**config.mk**
```make
export PLATFORM = sky130hd
export DESIGN_NAME = swac_ring
export DESIGN_NICKNAME = d
export VERILOG_FILES = /design/src/hw/rtl/swac_pkg.sv /design/src/hw/rtl/swac_ring.sv
export SDC_FILE = /design/constraint.sdc
export NUM_CORES = 2
export LEC_CHECK = 0
export BUFFER_PORTS_ARGS = -buffer_cell sky130_fd_sc_hd__buf_2
export CAP_MARGIN = 20
export CORE_UTILIZATION = 35
export DETAILED_ROUTE_END_ITERATION = 7
export GPL_TIMING_DRIVEN = 0
export PLACE_DENSITY = 0.53
export SETUP_SLACK_MARGIN = 0.4
export SLEW_MARGIN = 20
export SYNTH_ARGS = -nofsm -noshare
export SYNTH_HDL_FRONTEND = slang
export SYNTH_SLANG_ARGS = --single-unit
export TNS_END_PERCENT = 50
```
**constraint.sdc**
```tcl
create_clock -name clk -period 7.34 [get_ports clk]
set_clock_uncertainty 0.1 [all_clocks]
set_input_delay 2.202 -clock clk [delete_from_list [all_inputs] [get_ports clk]]
set_output_delay 2.202 -clock clk [all_outputs]
set_load 0.02 [all_outputs]
```
**src/hw/rtl/swac_pkg.sv**
```systemverilog
package swac_pkg;

    localparam int RING_DEPTH  = 64;
    localparam int SAMPLE_W    = 48;
    localparam int ADDR_W      = $clog2(RING_DEPTH);
    localparam int CNT_W       = $clog2(RING_DEPTH + 1);
    localparam int SUM_W       = SAMPLE_W + ADDR_W;
    localparam int STEP_W      = $clog2(SUM_W + 1);
    localparam int CFG_W       = 7;
    localparam int CODE_W      = 2;
    localparam int IN_TDATA_W  = ((SAMPLE_W + CODE_W + CNT_W + 7) / 8) * 8;
    localparam int OUT_TDATA_W = ((CODE_W + SAMPLE_W + CNT_W + CODE_W + 7) / 8) * 8;
    localparam int WINDOW_RESET = (RING_DEPTH < 60) ? RING_DEPTH : 60;

    typedef enum logic [CODE_W-1:0] {
        ACT_SAMPLE = 2'd0,
        ACT_QUERY  = 2'd1,
        ACT_FAIL   = 2'd2,
        ACT_READD  = 2'd3
    } action_t;

    typedef enum logic [CODE_W-1:0] {
        OUTC_VALID    = 2'd0,
        OUTC_SECOND   = 2'd1,
        OUTC_NEGATIVE = 2'd2,
        OUTC_ERROR    = 2'd3
    } outcome_t;

    typedef enum logic [CODE_W-1:0] {
        CST_NOT_SUPPORTED = 2'd0,
        CST_INITIALIZED   = 2'd1,
        CST_WAIT_SECOND   = 2'd2,
        CST_ACTIVE        = 2'd3
    } counter_state_t;

    typedef enum logic [CODE_W-1:0] {
        RS_OK         = 2'd0,
        RS_NOT_ACTIVE = 2'd1,
        RS_SPAN       = 2'd2,
        RS_IGNORED    = 2'd3
    } result_status_t;

    typedef enum logic [2:0] {
        FSM_IDLE,
        FSM_PUSH,
        FSM_WALK,
        FSM_DIV,
        FSM_FINISH
    } fsm_t;

    typedef struct packed {
        logic                start;
        logic [SUM_W-1:0]    dividend;
        logic [CNT_W-1:0]    divisor;
    } div_req_t;

    typedef struct packed {
        logic                done;
        logic [SAMPLE_W-1:0] quotient;
    } div_rsp_t;

endpackage

```
**src/hw/rtl/swac_ring.sv**
```systemverilog
module swac_ring
(
    input  logic                            clk,
    input  logic                            wr_en,
    input  logic [swac_pkg::ADDR_W-1:0]     wr_addr,
    input  logic [swac_pkg::SAMPLE_W-1:0]   wr_data,
    input  logic                            rd_en,
    input  logic [swac_pkg::ADDR_W-1:0]     rd_addr,
    output logic [swac_pkg::SAMPLE_W-1:0]   rd_data
);

    logic [swac_pkg::SAMPLE_W-1:0] mem [swac_pkg::RING_DEPTH];
    logic [swac_pkg::SAMPLE_W-1:0] rd_data_reg;

    always_ff @(posedge clk)
    begin
        if (wr_en)
        begin
            mem[wr_addr] <= wr_data;
        end
    end

    always_ff @(posedge clk)
    begin
        if (rd_en)
        begin
            rd_data_reg <= mem[rd_addr];
        end
    end

    assign rd_data = rd_data_reg;

endmodule

```
==> reports/results.ini <==
[status]
outcome=complete, no violations

[clock_network]
cts_tree=built
cts_buffers=326
clk_latency_ns=0.89
htreeDepth=5
cts.reportedPaths.clkPinSlew_ns=0.06
cts_resized=0
postCtsHoldBufs=0
cts-root-buf=clkbuf_16
clock_sinks=3120
post-cts-setup-buffer-count=0
clockBufferDepth=4

[power]
switchingPower_mw=8.252
power_frac_seq_pct=52.7
ir_drop_mv=0.2088
p_int_mw=29.35
p_comb_share_pct=5.4
p_clk_share_pct=41.9
powerDensity_mw_per_mm2=271.1
p_total_mw=37.60
sw_frac_of_total_pct=21.94
p_leak_nw=42.84

[global_routing]
grt_max_degree=65
grt_pass1_vias=58550
grt_overflow_total=0
grt_pass1_wl_um=491400
antenna_found_initial=26
grt_usage_pct=21.06

[worst_setup_path]
crit_arrival_ns=6.37
worst-path-max-fanout=10
path_class=in -> reg
critPathLaunchType=input port
crit_chain=buf_2, buf_4, buf_4, buf_2, nand3b_1, o221ai_1, a21oi_1, nor2_1, a221oi_1
worstPathRequired_ns=7.77
crit_path_end_kind=register
critPathMaxStageDelay_ns=0.90
crit_slowest_cell=nand3b_1

[sta]
timing.fmax_mhz=168.3
drv_slew=0
setup_ws_ns=1.398
fin_hold_ws_ns=0.7865
worst_pin_slew_ns=1.227
finalHoldViolations=0
layout_min_cycle_time_ns=5.942
maxSlewHeadroom_pct=17.69
setup_viol=0
grt_setup_unrepaired=false
finalCritPeriodShare_pct=80.95

[cells_and_area]
area_delta_synth_final_pct=17.94
utilization_pct=41.53
largest_register_ffs=3072
layout.nets=5676
stdcell_count=10260
drive_gt1_share_pct=30.33

[yosys]
syn_area_per_cell_um2=23.66
synth_seq_area_share_pct=79.67
ys_types=35
syn-num-nets=5033
synth_cells=4970
synth_area_leaders=edfxtp_1, mux4_2, o22ai_1
ys_ff_latch=3120
ys_warn_count=0
syn_area_mm2=0.1176
synth_top_area_cell=edfxtp_1
synth_top_area_share_pct=79.67

[place]
routabilityCongestion=0.7833
dp_cells=9671
io_buffers=102
dp_slack_ns=0.4615
hpwl_um=241000

[floorplanning]
dieArea_mm2=0.3383
die_y_um=581.7
row_count=212
initial_core_util_pct=35.21
boundaryPins=111
die_w_um=581.7
core-area_mm2=0.3340

[run]
maxCapViolCount=0

[route]
totalWireLength_um=360500
drt_first_pass_iters=5
ant_nets=0
drt_iter0_markers=7861
wl_per_cell_um=35.14
viasPerCell=5.711
route.detailed.drc=0
num_vias=58580

[worst_hold_path]
holdCritPathClass=reg -> reg

[per-stage QoR]
stage | cell area (um2) | setup TNS (ns)
after floorplan | 117600 | 0
after global placement | 123600 | -5343.22
after detailed placement | 128600 | 0
after CTS | 138600 | 0
after global routing | 138700 | 0
final | 138700 | 0
[critical path: cells and delay by family]
kind,cells,cell delay (ns)
AO/OA/AOI/OAI,3,0.97
buffers and inverters,4,1.48
AND/OR/NAND/NOR,2,1.65
[power by group through the flow]
stage               Combinational, mW  Clock [mW]  Sequential (mW)
finish                           2.04        15.8             19.8
global route                     2.13        16.6             19.8
CTS                              2.06        16.0             19.8
detailed placement               2.05           0             20.2
global placement                 1.97           0             20.2
floorplan                       0.943           0             20.2
[kinds of logic after synthesis]
| family | Yosys count | share of synthesized area, % |
|---|---|---|
| buffers and inverters | 282 | 1.274 |
| muxes | 829 | 15.09 |
| AOI/OAI and AO/OA | 486 | 3.012 |
| and+or+nand+nor | 253 | 0.9533 |
| DFF | 3120 | 79.67 |
[final timing paths]
check / endpoint / slack, ns / from / cells after the start
worst max-delay path: rd_data[34] / 1.40 / rd_addr[1] / 9
worst min-delay path: rd_data[4] / 0.79 / mem[59][4] / 4
worst max register to register: rd_data[11] / 4.58 / mem[47][11] / 5
worst min register to register: rd_data[4] / 0.79 / mem[59][4] / 4
[placed cells by master (no fill, tap or decap), types with 31 or more instances in the layout]
cell       count
clkinv_2      51
clkbuf_16    336
a21oi_1       74
buf_4        119
buf_12       128
clkinv_1      77
a22oi_1       72
mux4_2       754
a221oi_1      83
mux2i_1       63
a22o_1        57
clkbuf_1     149
a211oi_1      31
o22ai_1      122
buf_16        63
nor2_4        62
nand2_1       55
buf_2        155
edfxtp_1    3120
nor2_1        69
[cells in the mapped netlist]
library cell	n
edfxtp_1	3120
mux4_2	754
nor2_1	132
o22ai_1	122
buf_2	98
clkbuf_1	98
a221oi_1	83
a21oi_1	74
a22oi_1	72
mux2i_1	63
buf_4	62
a22o_1	57
nand2_1	55
a211oi_1	32
o221ai_1	28
nor2b_1	24
buf_1	12
mux2_2	12
a311oi_1	11
buf_6	11
nand2b_1	10
nand3_1	7
a31o_2	5
nand3b_1	5
or3b_2	4
and2_1	3
nor3_1	3
or2_2	3
or3_1	3
nand4_1	2
a311o_1	1
a31oi_1	1
and3_1	1
clkbuf_2	1
nand4b_1	1
[layout make-up]
type	count	area (um2)
Antenna cell	13	32.53
Buffer	282	1523
Clock buffer	406	8671
Clock inverter	167	1256
Fill cell	28590	195300
Multi-Input combinational cell	1568	22890
Sequential cell	3120	93690
Tap cell	4387	5489
Timing Repair Buffer	315	5136
[metal layers]
metal	track usage (%)	part of all wire (%)
met2	33.64	47
met3	3.643	8.1
met5	0	0.026
met4	5.674	2.9
met1	29.83	42
(Power assumes the default switching activity.)
