**src/hw/rtl/swac_pkg.sv**
```systemverilog
package swac_pkg;

    localparam int RING_DEPTH  = 64;
    localparam int SAMPLE_W    = 48;
    localparam int ADDR_W      = $clog2(RING_DEPTH);
    localparam int CNT_W       = $clog2(RING_DEPTH + 1);
    localparam int SUM_W       = SAMPLE_W + ADDR_W;
    localparam int STEP_W      = $clog2(SUM_W + 1);
    localparam int CFG_W       = 7;
    localparam int CODE_W      = 2;
    localparam int IN_TDATA_W  = ((SAMPLE_W + CODE_W + CNT_W + 7) / 8) * 8;
    localparam int OUT_TDATA_W = ((CODE_W + SAMPLE_W + CNT_W + CODE_W + 7) / 8) * 8;
    localparam int WINDOW_RESET = (RING_DEPTH < 60) ? RING_DEPTH : 60;

    typedef enum logic [CODE_W-1:0] {
        ACT_SAMPLE = 2'd0,
        ACT_QUERY  = 2'd1,
        ACT_FAIL   = 2'd2,
        ACT_READD  = 2'd3
    } action_t;

    typedef enum logic [CODE_W-1:0] {
        OUTC_VALID    = 2'd0,
        OUTC_SECOND   = 2'd1,
        OUTC_NEGATIVE = 2'd2,
        OUTC_ERROR    = 2'd3
    } outcome_t;

    typedef enum logic [CODE_W-1:0] {
        CST_NOT_SUPPORTED = 2'd0,
        CST_INITIALIZED   = 2'd1,
        CST_WAIT_SECOND   = 2'd2,
        CST_ACTIVE        = 2'd3
    } counter_state_t;

    typedef enum logic [CODE_W-1:0] {
        RS_OK         = 2'd0,
        RS_NOT_ACTIVE = 2'd1,
        RS_SPAN       = 2'd2,
        RS_IGNORED    = 2'd3
    } result_status_t;

    typedef enum logic [2:0] {
        FSM_IDLE,
        FSM_PUSH,
        FSM_WALK,
        FSM_DIV,
        FSM_FINISH
    } fsm_t;

    typedef struct packed {
        logic                start;
        logic [SUM_W-1:0]    dividend;
        logic [CNT_W-1:0]    divisor;
    } div_req_t;

    typedef struct packed {
        logic                done;
        logic [SAMPLE_W-1:0] quotient;
    } div_rsp_t;

endpackage

```
**src/hw/rtl/swac_div.sv**
```systemverilog
module swac_div
(
    input  logic               clk,
    input  logic               rst_n,
    input  swac_pkg::div_req_t req,
    output swac_pkg::div_rsp_t rsp
);

    logic                           busy_reg, busy_next;
    logic                           done_reg, done_next;
    logic                           neg_reg, neg_next;
    logic [swac_pkg::STEP_W-1:0]    steps_reg, steps_next;
    logic [swac_pkg::SUM_W-1:0]     work_reg, work_next;
    logic [swac_pkg::CNT_W-1:0]     rem_reg, rem_next;
    logic [swac_pkg::CNT_W-1:0]     dvs_reg, dvs_next;
    logic [swac_pkg::CNT_W:0]       shifted;
    logic [swac_pkg::CNT_W:0]       diff;
    logic [swac_pkg::SUM_W-1:0]     signed_q;

    always_comb
    begin
        busy_next  = busy_reg;
        done_next  = 1'b0;
        neg_next   = neg_reg;
        steps_next = steps_reg;
        work_next  = work_reg;
        rem_next   = rem_reg;
        dvs_next   = dvs_reg;
        shifted    = {rem_reg, work_reg[swac_pkg::SUM_W-1]};
        diff       = shifted - {1'b0, dvs_reg};
        if (req.start)
        begin
            // Work on the magnitude and restore the sign at the end.
            neg_next   = req.dividend[swac_pkg::SUM_W-1];
            work_next  = req.dividend[swac_pkg::SUM_W-1] ? (~req.dividend + 1'b1)
                                                         : req.dividend;
            rem_next   = '0;
            dvs_next   = req.divisor;
            steps_next = swac_pkg::STEP_W'(swac_pkg::SUM_W);
            busy_next  = 1'b1;
        end
        else if (busy_reg)
        begin
            if (shifted >= {1'b0, dvs_reg})
            begin
                rem_next  = diff[swac_pkg::CNT_W-1:0];
                work_next = {work_reg[swac_pkg::SUM_W-2:0], 1'b1};
            end
            else
            begin
                rem_next  = shifted[swac_pkg::CNT_W-1:0];
                work_next = {work_reg[swac_pkg::SUM_W-2:0], 1'b0};
            end
            steps_next = steps_reg - 1'b1;
            if (steps_reg == swac_pkg::STEP_W'(1))
            begin
                busy_next = 1'b0;
                done_next = 1'b1;
            end
        end
    end

    always_ff @(posedge clk or negedge rst_n)
    begin
        if (!rst_n)
        begin
            busy_reg  <= 1'b0;
            done_reg  <= 1'b0;
            steps_reg <= '0;
        end
        else
        begin
            busy_reg  <= busy_next;
            done_reg  <= done_next;
            steps_reg <= steps_next;
        end
    end

    always_ff @(posedge clk)
    begin
        neg_reg  <= neg_next;
        work_reg <= work_next;
        rem_reg  <= rem_next;
        dvs_reg  <= dvs_next;
    end

    assign signed_q      = neg_reg ? (~work_reg + 1'b1) : work_reg;
    assign rsp.done      = done_reg;
    assign rsp.quotient  = signed_q[swac_pkg::SAMPLE_W-1:0];

endmodule
```
**config.mk**
```make
export PLATFORM = sky130hd
export DESIGN_NAME = swac_div
export DESIGN_NICKNAME = d
export VERILOG_FILES = /design/src/hw/rtl/swac_pkg.sv /design/src/hw/rtl/swac_div.sv
export SDC_FILE = /design/constraint.sdc
export NUM_CORES = 1
export LEC_CHECK = 0
export BUFFER_PORTS_ARGS = -buffer_cell sky130_fd_sc_hd__buf_2
export CORE_AREA = 5 5 111 113
export CTS_BUF_LIST = sky130_fd_sc_hd__clkbuf_4 sky130_fd_sc_hd__clkbuf_8 sky130_fd_sc_hd__clkbuf_16
export CTS_CLUSTER_SIZE = 24
export DETAILED_ROUTE_END_ITERATION = 16
export DIE_AREA = 0 0 116 118
export GPL_TIMING_DRIVEN = 0
export PLACE_DENSITY = 0.77
export SLEW_MARGIN = 40
export SYNTH_ARGS = -nofsm -noshare
export SYNTH_HDL_FRONTEND = slang
export SYNTH_SLANG_ARGS = --single-unit
```
**constraint.sdc**
```tcl
create_clock -name clk -period 2.45 [get_ports clk]
set_clock_uncertainty 0.05 [all_clocks]
set_input_delay 0.49 -clock clk [delete_from_list [all_inputs] [get_ports clk]]
set_output_delay 0.49 -clock clk [all_outputs]
set_load 0.03 [all_outputs]
```
==> flow_metrics.tcl, run 1 <==
set metrics [dict create \
    wire_per_inst_um 22.2 \
    hp-start "req[6]" \
    synthCells 618 \
    cts_tree "built" \
    tightest_slew_ns 0.917 \
    vias 6165 \
    grt_overflow 0 \
    start_kind "flip-flop" \
    ant_nets 0 \
    detailedRoute.firstPassIterationCount 8 \
    synth_nets 694 \
    ys_seq_area_share_pct 39.3 \
    cp_max_fo 4 \
    die_h_um 118 \
    r2r_start "work_reg[53]" \
    hold_viol 0 \
    final.setup.tns_ns -25.14 \
    power_leakage_nw 3.48 \
    synth_area_um2 5600 \
    grt_pass1_vias 5831 \
    vias_per_cell 6.37 \
    dpl.hpwl_um 12300 \
    yosysWarnings 0 \
    insertion_delay_ns 0.34 \
    place.gp.congestion 0.916 \
    crit_start "work_reg[9]" \
    synth_area_per_cell_um2 9.06 \
    antenna_cells 0 \
    period_minus_slack_ns 3.37 \
    slew_headroom_pct 38.9 \
    required_ns 1.91 \
    synth-seq-cells 77 \
    synth.most_common_cell "nor2_1" \
    dieArea_um2 13700 \
    rsz0062_at_grt "yes" \
    numCtsBuffers 9 \
    h-tree-depth 3 \
    drv_cap 0 \
    synthFlopType "edfxtp_1" \
    synth_common_cells "78 x nor2_1, 62 x edfxtp_1, 55 x a21oi_1" \
    synth_top_area_share_pct 33.3 \
    fmax_mhz 297 \
    hold_class "in2reg" \
    path_buf_inv 2 \
    syn2layout_area_growth_pct 55.9 \
    synth-edff-count 62 \
    die_width_um 116 \
    slew_viol_final 0 \
    clock_sinks 77 \
    core_area_um2 11200 \
    ios 113 \
    cpPeakStageDelay_ns 0.45 \
    violations "negative setup slack" \
    synth.area.top_cells "edfxtp_1 33%, xnor2_1 8.0%, xor2_1 7.8%, nor2_1 5.2%, a21oi_1 4.9%" \
    path_class "reg2out" \
    drt-total-wl_um 21500 \
    nNetsFinal 896 \
    post-synth-top-area-cell "edfxtp_1" \
    path_cells "nor4_4 -> nand4_1 -> buf_4 -> or3_4 -> or2_4 -> o31ai_4 -> xnor2_2 -> buf_6" \
    drc 0 \
    cts_buffer_depth 2 \
    setup_ws_ns -0.921 \
    rows 39 \
    antenna_found_initial 0 \
    endpoint_kind "output port" \
    preCtsSetupSlack_ns -0.857 \
    yosysUniqueCellTypes 55 \
    slowest_stage "edfxtp_1" \
    critPathTopFamily "simple AND/OR/NAND/NOR gates" \
    power.density_nw_per_um2 631 \
    grt_pass1_wl_um 29200 \
    clk_pin_slew_ns 0.06 \
    cts_root_buf "clkbuf_16" \
    status "finished, violations left" \
    async_flop_share_pct 10.4 \
    cp.arrival_ns 2.83 \
    drt-initial-drc-count 667 \
    irDropWorstVdd_mv 0.391 \
    largest_reg_flops 54 \
    drive_gt1_share_pct 43.2 \
    setup_viol 54 \
    finalCritPeriodShare_pct 138 \
    portBuffers 111 \
    grtUsageTotal_pct 27.1 \
    initial_utilization_pct 49.9 \
    grt_max_degree 26 \
]
## routing by layer
metal / track usage [%] / up-vias / part of all wire (%)
met1: 32.1 / 2938 / 36
met5: 0 / - / 0
li1: - / 2664 / -
met3: 6.12 / 134 / 8.6
met4: 14.2 / 0 / 6.5
met2: 45.1 / 429 / 49
## path summary, 6_finish.rpt
path | to | slack, ns | depth (start not counted)
max | rsp[45] | -0.92 | 8
min | dvs_reg[6] | 0.27 | 1
max reg2reg | rem_reg[4] | 0.09 | 10
min reg2reg | rem_reg[5] | 0.47 | 2
max in group asynchronous | steps_reg[3] | 1.72 | 2
min in group asynchronous | steps_reg[1] | 0.47 | 2
## cell type report
cell class / count / area, um^2
flip-flops and latches: 77 / 2200
well taps: 143 / 179
clock buffers: 10 / 233
fillers: 610 / 2490
clock inverters: 6 / 77.6
inverters: 19 / 95.1
plain buffers: 32 / 174
multi-input cells: 489 / 4300
repair buffers: 192 / 1470
## cell usage in the layout (no fill, tap or decap), drive strengths merged, types with 4 or more instances in the layout
cell    count
buf       200
nor2       78
edfxtp     62
a21oi      55
xnor2      51
xor2       50
nand2      42
o21ai      37
o31ai      34
clkbuf     33
or3        19
inv        18
o41ai      15
nor3       14
nor4       12
ha         11
or4        11
dfrtp       8
nand4       7
dfxtp       7
nand3       7
or2         6
a211oi      5
mux2i       5
nand2b      5
nor2b       4
clkinv      4
## metrics by stage
| step | cells | hold slack (ns) | cell area, um^2 | total power [mW] | utilization [%] |
|---|---|---|---|---|---|
| floorplan | 618 | 0.144 | 5990 | 3.05 | - |
| global placement | 872 | 0.286 | 6730 | 3.49 | 59.9 |
| detailed placement | 874 | 0.295 | 6780 | 3.54 | 60.4 |
| CTS | 943 | 0.265 | 8130 | 5.26 | 72.4 |
| global route | 968 | 0.273 | 8730 | 5.71 | 77.8 |
| finish | 968 | 0.269 | 8730 | 5.51 | 77.8 |
## kinds of logic (layout without fill, tap and decap cells)
group | after synthesis | after routing | share of synthesized area (%)
and+or+nand+nor | 213 | 213 | 19.4
AOI/OAI and AO/OA | 158 | 158 | 18.0
xor gates and xnor gates | 101 | 101 | 15.8
DFF | 77 | 77 | 39.3
buffers and inverters | 52 | 259 | 3.73
adders and majority gates | 12 | 12 | 2.82
muxes | 5 | 5 | 0.894
## timing repair
action / in CTS / in global routing
gates resized for setup: 158 / 84
setup endpoints to repair: 69 / 75
hold endpoints to repair: 8 / 0
buffers inserted: 52 / 28
hold buffers: 1 / 0
pin swaps: 34 / 68
gates cloned: 0 / 1
## report_power, final
group	switching (mW)	leakage, nW	internal, mW
clock network	0.526	0.155	0.893
registers	0.235	0.775	1.62
logic	1.27	2.55	0.968
Power figures use the tool's default switching activity.
==> run 2: changes to the inputs <==
--- a/config.mk
+++ b/config.mk
@@ -13,6 +13,7 @@
 export DIE_AREA = 0 0 116 118
 export GPL_TIMING_DRIVEN = 0
 export PLACE_DENSITY = 0.77
+export SKIP_CTS_REPAIR_TIMING = 1
 export SLEW_MARGIN = 40
 export SYNTH_ARGS = -nofsm -noshare
 export SYNTH_HDL_FRONTEND = slang
==> run 2 against run 1 <==
Net effect: the flow still finishes with violations (negative setup slack); largest cell class unchanged; sequential share of layout area up 1.0 points; combinational power down 5%; count of clock-buffer cells in the layout unchanged; critical path type unchanged; highest routed layer unchanged; cell count down 1.7%.
==> flow_metrics.tcl, run 2 (synthesis results as in run 1) <==
set metrics [dict create \
    rsz0062_at_grt "yes" \
    start_kind "flip-flop" \
    initial_utilization_pct 49.9 \
    dpl.hpwl_um 12300 \
    required_ns 1.91 \
    setup_viol 49 \
    ant_nets 0 \
    portBuffers 111 \
    fmax_mhz 287 \
    cts_buffer_depth 2 \
    total_power_mw 5.43 \
    grt_max_degree 26 \
    die_h_um 118 \
    power_leakage_nw 3.33 \
    rows 39 \
    dpl_cell_area_um2 6780 \
    hold_class "in2reg" \
    status "finished, violations left" \
    numCtsBuffers 9 \
    irDropWorstVdd_mv 0.381 \
    clock_sinks 77 \
    die_width_um 116 \
    grtUsageTotal_pct 23.7 \
    intPower_mw 3.45 \
    fin_area_um2 8390 \
    path_class "reg2out" \
    finalCritPeriodShare_pct 142 \
    cts_root_buf "clkbuf_16" \
    hold_end "dvs_reg[6]" \
    final_common_cell "buf_4" \
    slowest_stage "edfxtp_1" \
    tightest_slew_ns 1.18 \
    antenna_found_initial 0 \
    grt_overflow 0 \
    endpoint_kind "output port" \
    drt-total-wl_um 19200 \
    h-tree-depth 3 \
    combPwrFrac_pct 38.9 \
    final.setup.tns_ns -27.13 \
    path_cells "nor4_4 -> nand4_1 -> buf_6 -> or3_4 -> buf_8 -> or2_4 -> o31ai_4 -> xnor2_2 -> buf_6" \
    drv_cap 0 \
    r2r_start "work_reg[53]" \
    slew_headroom_pct 21.5 \
    grt_pass1_vias 5237 \
    fillers 716 \
    detailedRoute.firstPassIterationCount 5 \
    core_area_um2 11200 \
    wire_per_inst_um 20.2 \
    hold_viol 0 \
    period_minus_slack_ns 3.49 \
    slew_viol_final 0 \
    setup_ws_ns -1.04 \
    r2r_cells 10 \
    swShare_pct 36.5 \
    path_common_cell "buf_6" \
    power.density_nw_per_um2 648 \
    power.switching_mw 1.98 \
    sequentialPowerShare_pct 34.9 \
    drive_gt1_share_pct 40.7 \
    most-common-layout-cells "77 x buf_4, 76 x nor2_1, 72 x buf_2, 62 x edfxtp_1, 55 x a21oi_1" \
    clk_pin_slew_ns 0.06 \
    cp_max_fo 8 \
    cpPeakStageDelay_ns 0.54 \
    pwr-share-clk_pct 26.2 \
    syn2layout_area_growth_pct 49.8 \
    hp-start "req[6]" \
    ios 113 \
    place.gp.congestion 0.916 \
    drc 0 \
    cts_tree "built" \
    min_path_cells 1 \
    reg2reg_to "rem_reg[4]" \
    cp.arrival_ns 2.95 \
    violations "negative setup slack" \
    grt_pass1_wl_um 25900 \
    largest_reg_flops 54 \
    drt-initial-drc-count 600 \
    vias 5812 \
    reg2reg_setup_slack_ns 0.01 \
    dieArea_um2 13700 \
    insertion_delay_ns 0.35 \
    vias_per_cell 6.11 \
    antenna_cells 0 \
    nNetsFinal 880 \
]
## run 2: power groups by stage
stage	logic [mW]	registers, mW	clock network (mW)
CTS	1.67	1.85	1.41
detailed placement	1.66	1.87	0
global placement	1.62	1.87	0
global route	2.24	1.91	1.47
finish	2.11	1.89	1.43
floorplan	1.23	1.82	0
## run 2: final cells by class
class	instances	area (um^2)	area share, %
Buffer	33	176	2.10
Tap cell	143	179	2.13
Sequential cell	77	2200	26.3
Inverter	19	95.1	1.13
Clock inverter	6	77.6	0.925
Multi-Input combinational cell	489	4140	49.4
Clock buffer	10	233	2.78
Timing Repair Buffer	175	1280	15.3
## run 2: metrics by stage
step           utilization, %  hold WS (ns)  std cells  setup WS, ns
3_5_place_dp             60.4         0.295        874        -0.857
4_1_cts                  63.1       -0.0670        890         -1.24
6_report                 74.7         0.267        952         -1.04
3_3_place_gp             59.9         0.286        872        -0.770
2_1_floorplan               -         0.144        618        -0.250
5_1_grt                  74.7         0.268        952         -1.09
## run 2: worst max path at each step
stage | start | end | slack, ns | cells after the start
after global routing | work_reg[9] | rsp[45] | -1.09 | 9
after CTS | work_reg[7] | rsp[30] | -1.24 | 7
final | work_reg[9] | rsp[45] | -1.04 | 9
after floorplan | work_reg[34] | rsp[46] | -0.25 | 6
after global placement | req[61] | work_reg[20] | -0.77 | 5
after detailed placement | work_reg[7] | rsp[30] | -0.86 | 7
## run 2: routing by layer
metal	global-route usage (%)	part of all wire, %	vias to the layer above
met5	0	0	-
met4	8.48	3.6	0
met3	3.60	7.9	73
met2	40.4	51	325
met1	30.0	38	2774
li1	-	-	2640
## run 2: critical path: cells and delay by family, from the launching register on
family / cells / cell delay [ns]
simple gates: 4 / 1.18
flops: 1 / 0.54
buf+inv: 3 / 0.49
compound gates: 1 / 0.21
xor+xnor: 1 / 0.18
